--- src/rtl/racp_pkg.sv ---
`timescale 1ns / 1ps

package racp_pkg;

	// Field widths of the pixel channel and the register port.
	localparam int COORD_W    = 9;
	localparam int RADIUS_W   = 8;
	localparam int ALPHA_W    = 8;
	localparam int COLOR_W    = 32;
	localparam int CFG_IDX_W  = 2;
	localparam int CFG_DATA_W = 8;

	// The squared distance is below 2^20, so the root walks ten bit pairs of it.
	localparam int SQ_PAIRS = 10;
	localparam int SQ_W     = 2 * SQ_PAIRS;

	// Register indexes on the configuration port.
	localparam logic [CFG_IDX_W-1:0] REG_RADIUS    = 2'd0;
	localparam logic [CFG_IDX_W-1:0] REG_ALPHA_LOW = 2'd1;

	// Reset value of the radius register.
	localparam logic [RADIUS_W-1:0] RADIUS_RESET = 8'd8;

	// White pixel with the alpha byte left open at the top or at the bottom.
	localparam logic [COLOR_W-1:0] WHITE_ALPHA_TOP = 32'h00FF_FFFF;
	localparam logic [COLOR_W-1:0] WHITE_ALPHA_LOW = 32'hFFFF_FF00;

endpackage

--- src/rtl/racp_sqrt.sv ---
`timescale 1ns / 1ps

// Pipelined restoring square root: one result bit per stage. The root carries
// FRAC_BITS fraction bits, so the radicand is walked as ten pairs followed by
// FRAC_BITS zero pairs.
module racp_sqrt #(
	parameter int FRAC_BITS = 16
) (
	input  logic                       clk,
	input  logic                       arst_n,
	input  logic                       en,
	input  logic                       in_valid,
	input  logic [racp_pkg::SQ_W-1:0]  sq,
	output logic                       out_valid,
	output logic [racp_pkg::SQ_PAIRS+FRAC_BITS-1:0] root
);

	localparam int NS = racp_pkg::SQ_PAIRS + FRAC_BITS;
	localparam int RW = NS + 2;
	localparam int SW = racp_pkg::SQ_W;

	// Stage outputs; the radicand and remainder are not needed after the last stage.
	logic [SW-1:0] sq_s   [NS-1];
	logic [RW-1:0] rem_s  [NS-1];
	logic [NS-1:0] root_s [NS];
	logic          vld_s  [NS];

	for (genvar g = 0; g < NS; g++) begin : g_stage
		logic [SW-1:0] sq_in;
		logic [RW-1:0] rem_in;
		logic [NS-1:0] root_in;
		logic          v_in;
		logic [RW-1:0] rem_sh;
		logic [RW-1:0] trial;
		logic          take;

		if (g == 0) begin : g_first
			assign sq_in   = sq;
			assign rem_in  = '0;
			assign root_in = '0;
			assign v_in    = in_valid;
		end else begin : g_next
			assign sq_in   = sq_s[g-1];
			assign rem_in  = rem_s[g-1];
			assign root_in = root_s[g-1];
			assign v_in    = vld_s[g-1];
		end

		// Bring down the next pair and try to subtract 4*root+1.
		assign rem_sh = {rem_in[RW-3:0], sq_in[SW-1:SW-2]};
		assign trial  = {root_in, 2'b01};
		assign take   = (rem_sh >= trial);

		always_ff @(posedge clk or negedge arst_n) begin
			if (!arst_n) begin
				vld_s[g] <= 1'b0;
			end else if (en) begin
				vld_s[g] <= v_in;
			end
		end

		always_ff @(posedge clk) begin
			if (en) begin
				root_s[g] <= {root_in[NS-2:0], take};
			end
		end

		if (g < NS - 1) begin : g_carry
			always_ff @(posedge clk) begin
				if (en) begin
					sq_s[g]  <= {sq_in[SW-3:0], 2'b00};
					rem_s[g] <= take ? (rem_sh - trial) : rem_sh;
				end
			end
		end
	end

	assign out_valid = vld_s[NS-1];
	assign root      = root_s[NS-1];

endmodule

--- src/rtl/racp_div.sv ---
`timescale 1ns / 1ps

// Pipelined restoring divider by the radius: one quotient bit per stage. The
// dividend shifts out at the top of a register while quotient bits shift in
// at the bottom, so the same register ends up holding the quotient.
module racp_div #(
	parameter int FRAC_BITS = 16
) (
	input  logic                                    clk,
	input  logic                                    arst_n,
	input  logic                                    en,
	input  logic                                    in_valid,
	input  logic [racp_pkg::SQ_PAIRS+FRAC_BITS-1:0] dividend,
	input  logic [racp_pkg::RADIUS_W-1:0]           divisor,
	output logic                                    out_valid,
	output logic [racp_pkg::SQ_PAIRS+FRAC_BITS-1:0] quotient
);

	localparam int NS = racp_pkg::SQ_PAIRS + FRAC_BITS;
	localparam int RW = racp_pkg::RADIUS_W;

	logic [NS-1:0] dq_s  [NS];
	logic [RW-1:0] rem_s [NS-1];
	logic          vld_s [NS];

	for (genvar g = 0; g < NS; g++) begin : g_stage
		logic [NS-1:0] dq_in;
		logic [RW-1:0] rem_in;
		logic          v_in;
		logic [RW:0]   rem_sh;
		logic [RW:0]   diff;
		logic          take;

		if (g == 0) begin : g_first
			assign dq_in  = dividend;
			assign rem_in = '0;
			assign v_in   = in_valid;
		end else begin : g_next
			assign dq_in  = dq_s[g-1];
			assign rem_in = rem_s[g-1];
			assign v_in   = vld_s[g-1];
		end

		// The partial remainder stays below the divisor, so it fits in eight bits.
		assign rem_sh = {rem_in, dq_in[NS-1]};
		assign diff   = rem_sh - {1'b0, divisor};
		assign take   = (rem_sh >= {1'b0, divisor});

		always_ff @(posedge clk or negedge arst_n) begin
			if (!arst_n) begin
				vld_s[g] <= 1'b0;
			end else if (en) begin
				vld_s[g] <= v_in;
			end
		end

		always_ff @(posedge clk) begin
			if (en) begin
				dq_s[g] <= {dq_in[NS-2:0], take};
			end
		end

		if (g < NS - 1) begin : g_carry
			always_ff @(posedge clk) begin
				if (en) begin
					rem_s[g] <= take ? diff[RW-1:0] : rem_sh[RW-1:0];
				end
			end
		end
	end

	assign out_valid = vld_s[NS-1];
	assign quotient  = dq_s[NS-1];

endmodule

--- src/rtl/racp_shade.sv ---
`timescale 1ns / 1ps

// Turns the normalized distance into alpha in two stages: scale by 0.9, then
// the clipped ramp and the scale to 0..255.
module racp_shade #(
	parameter int FRAC_BITS = 16
) (
	input  logic                                    clk,
	input  logic                                    arst_n,
	input  logic                                    en,
	input  logic                                    in_valid,
	input  logic [racp_pkg::SQ_PAIRS+FRAC_BITS-1:0] quo,
	input  logic                                    r_zero,
	output logic                                    out_valid,
	output logic [racp_pkg::ALPHA_W-1:0]            alpha
);

	localparam int NS = racp_pkg::SQ_PAIRS + FRAC_BITS;
	localparam int PW = 2 * FRAC_BITS + 1;
	localparam int TW = FRAC_BITS + 1 + racp_pkg::ALPHA_W;

	// The constant 0.9 and the unit value in fixed point.
	localparam logic [FRAC_BITS-1:0] KNINE =
		FRAC_BITS'((64'd9 << FRAC_BITS) / 64'd10);
	localparam logic [FRAC_BITS:0] ONE  = {1'b1, {FRAC_BITS{1'b0}}};
	localparam logic [FRAC_BITS:0] KNEE = ONE >> 3;

	logic [FRAC_BITS:0]          q_clip;
	logic [PW-1:0]               prod_c;
	logic [PW-1:0]               prod_s1;
	logic                        vld_s1;
	logic [FRAC_BITS:0]          p_c;
	logic [FRAC_BITS:0]          diff_c;
	logic [FRAC_BITS:0]          t_c;
	logic [TW-1:0]               t255_c;
	logic [racp_pkg::ALPHA_W-1:0] alpha_c;
	logic [racp_pkg::ALPHA_W-1:0] alpha_s2;
	logic                        vld_s2;

	// Any quotient of two or more already drives the ramp to zero, so clip it
	// to keep the multiplier narrow.
	assign q_clip = (|quo[NS-1:FRAC_BITS+1]) ? '1 : quo[FRAC_BITS:0];
	assign prod_c = PW'(KNINE) * PW'(q_clip);

	always_ff @(posedge clk or negedge arst_n) begin
		if (!arst_n) begin
			vld_s1 <= 1'b0;
			vld_s2 <= 1'b0;
		end else if (en) begin
			vld_s1 <= in_valid;
			vld_s2 <= vld_s1;
		end
	end

	always_ff @(posedge clk) begin
		if (en) begin
			prod_s1  <= prod_c;
			alpha_s2 <= alpha_c;
		end
	end

	// Ramp t = min(8 * (1 - p), 1), zero once p reaches one, then alpha = t * 255.
	always_comb begin
		p_c    = prod_s1[PW-1:FRAC_BITS];
		diff_c = ONE - p_c;
		if (p_c[FRAC_BITS]) begin
			t_c = '0;
		end else if (diff_c > KNEE) begin
			t_c = ONE;
		end else begin
			t_c = {diff_c[FRAC_BITS-3:0], 3'b000};
		end
		t255_c = {t_c, {racp_pkg::ALPHA_W{1'b0}}} - TW'(t_c);
		if (r_zero) begin
			alpha_c = '0;
		end else begin
			alpha_c = t255_c[FRAC_BITS+racp_pkg::ALPHA_W-1:FRAC_BITS];
		end
	end

	assign out_valid = vld_s2;
	assign alpha     = alpha_s2;

endmodule

--- src/rtl/radial_alpha_corner_pixel.sv ---
`timescale 1ns / 1ps

// Radial alpha pixel generator for a rounded-corner sprite.
// Input channel: pixel_x and pixel_y with in_valid; the block drives in_stall.
// A beat is taken at a clock edge with in_valid high and in_stall low.
// Output channel: alpha_value and packed_color with out_valid; the receiver
// drives out_stall, and a beat leaves at an edge with out_valid high and
// out_stall low. Every input beat gives exactly one output beat, in order.
// Configuration: cfg_index and cfg_data with cfg_valid and cfg_ready (always
// ready); index 0 is the radius, index 1 moves alpha to the low byte. Write
// registers only while no pixel is in flight.
// Throughput is one pixel per clock while the output is not stalled. An input
// beat passes through two front stages, one stage per root bit, one stage per
// quotient bit, two shading stages and the output register.
// While the output beat is stalled the whole pipeline holds; one more input
// beat is taken into a skid register, after which in_stall rises until the
// pipeline moves again.
// Reset clears all valid bits, including the skid register's, sets the radius
// to 8 and puts alpha in the top byte.
module radial_alpha_corner_pixel #(
	parameter int FRAC_BITS = 16
) (
	input  logic                              clk,
	input  logic                              arst_n,
	input  logic                              in_valid,
	output logic                              in_stall,
	input  logic [racp_pkg::COORD_W-1:0]      pixel_x,
	input  logic [racp_pkg::COORD_W-1:0]      pixel_y,
	output logic                              out_valid,
	input  logic                              out_stall,
	output logic [racp_pkg::ALPHA_W-1:0]      alpha_value,
	output logic [racp_pkg::COLOR_W-1:0]      packed_color,
	input  logic                              cfg_valid,
	output logic                              cfg_ready,
	input  logic [racp_pkg::CFG_IDX_W-1:0]    cfg_index,
	input  logic [racp_pkg::CFG_DATA_W-1:0]   cfg_data
);

	localparam int NS = racp_pkg::SQ_PAIRS + FRAC_BITS;
	localparam int CW = racp_pkg::COORD_W;

	logic [racp_pkg::RADIUS_W-1:0] radius_q;
	logic                          alpha_low_byte_q;

	logic                          en;
	logic                          in_take;
	logic                          skid_valid_q;
	logic [CW-1:0]                 skid_x_q;
	logic [CW-1:0]                 skid_y_q;
	logic                          f_valid;
	logic [CW-1:0]                 f_x;
	logic [CW-1:0]                 f_y;
	logic [CW-1:0]                 r_ext;
	logic [CW-1:0]                 dx_c;
	logic [CW-1:0]                 dy_c;

	logic                          vld_s1;
	logic [CW-1:0]                 dx_s1;
	logic [CW-1:0]                 dy_s1;
	logic                          vld_s2;
	logic [racp_pkg::SQ_W-1:0]     sq_s2;

	logic                          root_valid;
	logic [NS-1:0]                 root;
	logic                          quo_valid;
	logic [NS-1:0]                 quo;
	logic                          shade_valid;
	logic [racp_pkg::ALPHA_W-1:0]  shade_alpha;

	logic                          out_valid_q;
	logic [racp_pkg::ALPHA_W-1:0]  alpha_value_q;
	logic [racp_pkg::COLOR_W-1:0]  packed_color_q;

	// Register writes.
	assign cfg_ready = 1'b1;

	always_ff @(posedge clk or negedge arst_n) begin
		if (!arst_n) begin
			radius_q         <= racp_pkg::RADIUS_RESET;
			alpha_low_byte_q <= 1'b0;
		end else if (cfg_valid && cfg_ready) begin
			case (cfg_index)
				racp_pkg::REG_RADIUS:    radius_q <= cfg_data[racp_pkg::RADIUS_W-1:0];
				racp_pkg::REG_ALPHA_LOW: alpha_low_byte_q <= cfg_data[0];
				default: ;
			endcase
		end
	end

	// The pipeline moves unless a finished beat sits stalled at the output.
	assign en       = !(out_valid_q && out_stall);
	assign in_stall = skid_valid_q;
	assign in_take  = in_valid && !skid_valid_q;

	// Skid register catches the beat taken while the pipeline holds.
	always_ff @(posedge clk or negedge arst_n) begin
		if (!arst_n) begin
			skid_valid_q <= 1'b0;
		end else if (skid_valid_q) begin
			if (en) begin
				skid_valid_q <= 1'b0;
			end
		end else if (in_take && !en) begin
			skid_valid_q <= 1'b1;
		end
	end

	always_ff @(posedge clk) begin
		if (in_take && !en) begin
			skid_x_q <= pixel_x;
			skid_y_q <= pixel_y;
		end
	end

	assign f_valid = skid_valid_q || in_valid;
	assign f_x     = skid_valid_q ? skid_x_q : pixel_x;
	assign f_y     = skid_valid_q ? skid_y_q : pixel_y;

	// Stage 1: offsets from the centre.
	assign r_ext = CW'(radius_q);
	assign dx_c  = (f_x >= r_ext) ? (f_x - r_ext) : (r_ext - f_x);
	assign dy_c  = (f_y >= r_ext) ? (f_y - r_ext) : (r_ext - f_y);

	always_ff @(posedge clk or negedge arst_n) begin
		if (!arst_n) begin
			vld_s1 <= 1'b0;
			vld_s2 <= 1'b0;
		end else if (en) begin
			vld_s1 <= f_valid;
			vld_s2 <= vld_s1;
		end
	end

	// Stage 2: squared distance.
	always_ff @(posedge clk) begin
		if (en) begin
			dx_s1 <= dx_c;
			dy_s1 <= dy_c;
			sq_s2 <= racp_pkg::SQ_W'(dx_s1 * dx_s1) + racp_pkg::SQ_W'(dy_s1 * dy_s1);
		end
	end

	racp_sqrt #(
		.FRAC_BITS (FRAC_BITS)
	) u_sqrt (
		.clk       (clk),
		.arst_n    (arst_n),
		.en        (en),
		.in_valid  (vld_s2),
		.sq        (sq_s2),
		.out_valid (root_valid),
		.root      (root)
	);

	racp_div #(
		.FRAC_BITS (FRAC_BITS)
	) u_div (
		.clk       (clk),
		.arst_n    (arst_n),
		.en        (en),
		.in_valid  (root_valid),
		.dividend  (root),
		.divisor   (radius_q),
		.out_valid (quo_valid),
		.quotient  (quo)
	);

	racp_shade #(
		.FRAC_BITS (FRAC_BITS)
	) u_shade (
		.clk       (clk),
		.arst_n    (arst_n),
		.en        (en),
		.in_valid  (quo_valid),
		.quo       (quo),
		.r_zero    (radius_q == '0),
		.out_valid (shade_valid),
		.alpha     (shade_alpha)
	);

	// Output register with the alpha byte placed per byte order.
	always_ff @(posedge clk or negedge arst_n) begin
		if (!arst_n) begin
			out_valid_q <= 1'b0;
		end else if (en) begin
			out_valid_q <= shade_valid;
		end
	end

	always_ff @(posedge clk) begin
		if (en) begin
			alpha_value_q <= shade_alpha;
			if (alpha_low_byte_q) begin
				packed_color_q <= racp_pkg::WHITE_ALPHA_LOW |
					racp_pkg::COLOR_W'(shade_alpha);
			end else begin
				packed_color_q <= racp_pkg::WHITE_ALPHA_TOP |
					{shade_alpha, {(racp_pkg::COLOR_W - racp_pkg::ALPHA_W){1'b0}}};
			end
		end
	end

	assign out_valid    = out_valid_q;
	assign alpha_value  = alpha_value_q;
	assign packed_color = packed_color_q;

`ifndef SYNTH
	// A beat taken while the pipeline holds must land in the skid register.
	a_skid_fill: assert property (@(posedge clk) disable iff (!arst_n)
		(in_valid && !in_stall && !en) |=> skid_valid_q)
		else $error("beat taken during hold was not caught by the skid register");

	// Once the pipeline moves, the skid register is empty in the following cycle.
	a_skid_drain: assert property (@(posedge clk) disable iff (!arst_n)
		(skid_valid_q && en) |=> !skid_valid_q)
		else $error("skid register did not drain when the pipeline moved");

	// The skid register only fills while the pipeline is held.
	a_skid_cause: assert property (@(posedge clk) disable iff (!arst_n)
		$rose(skid_valid_q) |-> $past(!en))
		else $error("skid register filled while the pipeline was moving");
`endif

endmodule
--- config.mk ---
export PLATFORM = sky130hd
export DESIGN_NAME = radial_alpha_corner_pixel
export DESIGN_NICKNAME = d
export VERILOG_FILES = /design/src/rtl/racp_pkg.sv /design/src/rtl/racp_sqrt.sv /design/src/rtl/racp_div.sv /design/src/rtl/racp_shade.sv /design/src/rtl/radial_alpha_corner_pixel.sv
export SDC_FILE = /design/constraint.sdc
export NUM_CORES = 2
export LEC_CHECK = 0
export ABC_AREA = 1
export BUFFER_PORTS_ARGS = -buffer_cell sky130_fd_sc_hd__buf_2
export CAP_MARGIN = 20
export CELL_PAD_IN_SITES_DETAIL_PLACEMENT = 0
export CELL_PAD_IN_SITES_GLOBAL_PLACEMENT = 1
export CORE_ASPECT_RATIO = 1.1
export CORE_UTILIZATION = 40
export CTS_BUF_LIST = sky130_fd_sc_hd__clkbuf_2 sky130_fd_sc_hd__clkbuf_4 sky130_fd_sc_hd__clkbuf_8
export DETAILED_ROUTE_END_ITERATION = 16
export MAX_ROUTING_LAYER = met4
export PLACE_DENSITY = 0.72
export SLEW_MARGIN = 20
export SYNTH_ARGS = -nofsm -noshare
export SYNTH_HDL_FRONTEND = slang
export SYNTH_HIERARCHICAL = 1
export SYNTH_SLANG_ARGS = --single-unit
--- constraint.sdc ---
create_clock -name clk -period 65.6 [get_ports clk]
set_input_delay 6.56 -clock clk [delete_from_list [all_inputs] [get_ports clk]]
set_output_delay 6.56 -clock clk [all_outputs]
set_load 0.05 [all_outputs]
==> metrics.md <==
| Metric | Value |
|---|---|
| Fraction of final layout cells with drive strength greater than 1 | 6.93% |
| Height of the chip | 593 um |
| Series of cell instances along the critical path | buf_2, nand2_8, buf_4, buf_4, buf_4, buf_4, buf_12 |
| Count of nets left with antenna violations after detail routing | 0 |
| Hold depth | 0 |
| Yosys Warn Count | 6 |
| Hold Slack | 0.340 ns |
| DP Cell Count | approximately 19000 |
| Hold violation total from the final report | 0 |
| Share of the synthesized netlist area taken by xor and xnor gates | 2.44% |
| Largest family of logic cells by synthesized area | simple AND/OR/NAND/NOR gates |
| Result of the run | completed |
| Post-Synth Simple-Gate Area | 24.7% |
| Worst path buffer plus inverter count | 6 |
| Ports placed on the boundary | 76 |
| Wire length of the first global-routing pass | 486000 um |
| Library cells used by synthesis | a little under 70 |
| Maximum single-stage delay on the critical path | 0.83 ns |
| Floorplan Core Area | between 0.3 and 0.4 mm2 |
| Number of enable flip-flop cells after synthesis | 2021 |
| Routability-driven placement congestion ratio | 0.875 |
| Proportion of register bits with asynchronous set or reset after synthesis | 3.21% |
| Aggregate routed wire length | just over 300000 um |
| RSZ-0062 raised after global routing | no |
| Nets | 15734 |
| Number of antenna violations at the first check in global routing | 2 |
| Avg Cell Area, Syn | 8.78 um2 |
| Via count of the first global-routing pass | 89126 |
| Final cell count without fillers | around 19000 |
| Number of fill cells | between 30000 and 40000 |
| Critical path launch point type | input port |
| CP dominant cell by count | buf_4 |
| Final number of setup-violating endpoints | 0 |
| Cells resized by post-CTS repair | 0 |
| CTS clock-pin slew for the worst setup and hold paths | 0.06 ns |
| Avg Vias per Cell | 4.74 |
| Hold Buf Count CTS | 0 |
| Largest fanout of any net on the critical path | ~180 |
| Maximum level of the CTS H-tree | 5 |
| DR DRC count | 0 |
| Worst-case headroom to the max-slew limit | 24.8% |
| HP Start | u_div/dq_s[0][194]$_DFFE_PP_ |
| Critical Path End Type | flop |
| Number of buffers on the longest clock path | 4 |
| Total GRT Usage | 19.6% |
| Layout overhead on the synthesized area | 9.22% |
| Gate count after technology mapping | between 10000 and 15000 |
| Clock net sink count | 2088 |
| Detailed router's first-iteration violation count | 5365 |
| Clock latency on the worst-skew pair | roughly 1.1 ns |
| Endpoint, Worst Hold | u_div/dq_s[0][221]$_DFFE_PP_ |
| CP required | 66.26 ns |
| Worst R2R Path Depth | 28 |
| Critical path data arrival time | 11.33 ns |
| Utilization after layout | ~44% |
| Synthesized-area fraction occupied by ao, oa, aoi and oai cells | approximately 3.7% |
| Max-cap violations | 0 |
| TritonCTS clock tree | yes |
| Type of the worst setup path | in -> reg |
| Maximum number of pins on one net before global-route repair | 187 |
| Sequential element share of the synthesized area | approximately half |
| Initial cell density of the core | 40.2% |
| Routed wire per std cell | 16.0 um |
| DR vias | 90753 |
| Origin of the critical flop-to-flop path | u_div/dq_s[1][259]$_DFFE_PP_ |
| Flop-to-flop setup slack | 58.61 ns |
| Overflow left after global routing | 0 |
| Slew at the pin closest to its max-slew limit | 1.13 ns |
| Clock buffers created by TritonCTS | between 300 and 400 |
| Max stage delay cell, worst path | buf_4 |
| Aggregate negative setup slack | 0 ns |
| RR Endpoint | u_shade/prod_s1[26]$_DFFE_PP_ |
| Multiplexer area fraction after synthesis | less than 1% |
| Die Outline Area | roughly 0.32 mm2 |
| Peak Freq | 93.7 MHz |
| Share of the clock period used by the worst path | 16.3% |
| Worst Skew | ~0.13 ns |
| Period minus WS final | 10.67 ns |
| Total standard cell area after synthesis | 0.127 mm2 |
| Area used by sequential logic in the layout | between 0.06 and 0.07 mm2 |
| Fraction of the mapped netlist area in adder cells | between 10 and 15% |
| Dpl hpwl | 231000 um |
| Iteration count of the initial detailed-routing pass | 8 |
| CTS root buffer | clkbuf_8 |
| Number of pins exceeding their max-slew limit in the final report | 0 |
| Delay-heaviest family, CP | buffers and inverters |
| Port Buf Inserts | 58 |
| Area of combinational cells with multiple inputs | 0.0533 mm2 |
| Commonest register cell after synthesis | edfxtp_1 |
| Die width | 539 um |
| Number of register bits inferred by synthesis | 2088 |
| Total setup buffers inserted after CTS | 0 |
| Class of the most critical hold timing path | reg -> reg |
| Rows | 216 |
worst max path at each step:
stage	start	end	slack (ns)	cells after the start
after floorplan	out_stall	skid_x_q[0]$_DFFE_PP_	24.98	2
after global placement	out_stall	u_sqrt/rem_s[0][100]$_DFFE_PP_	53.87	7
after detailed placement	out_stall	u_sqrt/rem_s[0][107]$_DFFE_PP_	53.78	7
after CTS	out_stall	sq_s2[2]$_DFFE_PN_	54.96	7
after global routing	out_stall	u_sqrt/rem_s[1][16]$_DFFE_PP_	54.61	7
final	out_stall	u_sqrt/rem_s[1][25]$_DFFE_PP_	54.93	7
per-layer routing:
| metal | track usage, % | wire length, um |
|---|---|---|
| met5 | - | 0 |
| met4 | 4.71 | 6850 |
| met3 | 2.30 | 9940 |
| met2 | 34.6 | 154000 |
| met1 | 23.8 | 136000 |
cells in the mapped netlist, drive strengths merged, types with 3 or more instances:
| cell type | n | area share, % |
|---|---|---|
| o31ai | 3 | 0.018 |
| nor2 | 1103 | 3.5 |
| a21boi | 11 | 0.068 |
| or2 | 62 | 0.31 |
| and2 | 19 | 0.094 |
| xor2 | 195 | 1.4 |
| dfrtp | 66 | 1.3 |
| nand3 | 1000 | 4.1 |
| clkinv | 10 | 0.031 |
| nor4 | 7 | 0.035 |
| nor3 | 118 | 0.47 |
| o21a | 3 | 0.018 |
| a21oi | 514 | 2.2 |
| and3 | 6 | 0.030 |
| o211ai | 7 | 0.041 |
| a21o | 7 | 0.041 |
| buf | 157 | 1.0 |
| a31oi | 7 | 0.035 |
| ha | 766 | 7.6 |
| edfxtp | 2021 | 48 |
| o21bai | 10 | 0.059 |
| clkbuf | 33 | 0.099 |
| conb | 3 | 0.0089 |
| fa | 223 | 3.5 |
| nand2 | 4722 | 14 |
| nand3b | 111 | 0.68 |
| mux2 | 5 | 0.044 |
| xnor2 | 157 | 1.1 |
| o21ai | 279 | 1.1 |
| inv | 2594 | 7.7 |
| nand4 | 205 | 1.0 |
| nor3b | 6 | 0.036 |
through the flow:
stage / worst slack [ns] / area (um2)
5_1_grt: 54.61 / 139000
3_5_place_dp: 53.78 / 131000
6_report: 54.93 / 139000
2_1_floorplan: 24.98 / 127000
4_1_cts: 54.96 / 139000
3_3_place_gp: 53.87 / 131000
layout by cell type (no fill, tap or decap), drive strengths merged, types with 4 or more instances in the layout:
| master | instances |
|---|---|
| mux2 | 5 |
| a21boi | 11 |
| conb | 21 |
| or2 | 62 |
| nor3 | 118 |
| fa | 223 |
| inv | 2612 |
| buf | 93 |
| xnor2 | 157 |
| dfrtp | 66 |
| edfxtp | 2021 |
| xor2 | 195 |
| a21o | 7 |
| o21ai | 279 |
| diode | 4 |
| clkbuf | 435 |
| nand2 | 4722 |
| clkinv | 143 |
| clkinvlp | 20 |
| nand4 | 205 |
| o21bai | 10 |
| and3 | 6 |
| a21oi | 514 |
| and2 | 19 |
| nor4 | 7 |
| a31oi | 7 |
| nand3b | 111 |
| bufinv | 25 |
| nor3b | 6 |
| nor2 | 1103 |
| nand3 | 1000 |
| ha | 766 |
| o211ai | 7 |
cell families after synthesis:
| kind of cell | count (synthesis) |
|---|---|
| xor gates and xnor gates | 352 |
| buffers and inverters | 2794 |
| DFF | 2088 |
| other | 3 |
| muxes | 5 |
| adders and majority gates | 989 |
| and+or+nand+nor | 7361 |
| AOI/OAI and AO/OA | 847 |
sequential cells by signal, indices dropped and copies added, names as in the netlist, 19 cells and up:
name,flops
u_sqrt/root_s,351
u_div/dq_s,676
u_div/g_stage.v_in,25
sq_s2,19
u_sqrt/rem_s,600
u_div/rem_s,200
u_sqrt/g_stage.v_in,25
u_sqrt/sq_s,90
layout make-up:
cell class | instances | share of cell area, %
repair buffers | 93 | 0.437
well taps | 4142 | 3.74
diodes | 4 | 0.00723
multi-input cells | 9575 | 38.5
clock buffers | 435 | 3.96
clock inverters | 196 | 1.27
inverters | 2604 | 7.06
flip-flops and latches | 2088 | 45.0
Power is not shown: default switching activity piles up to over one toggle a cycle in this logic, so the estimate is an artifact.
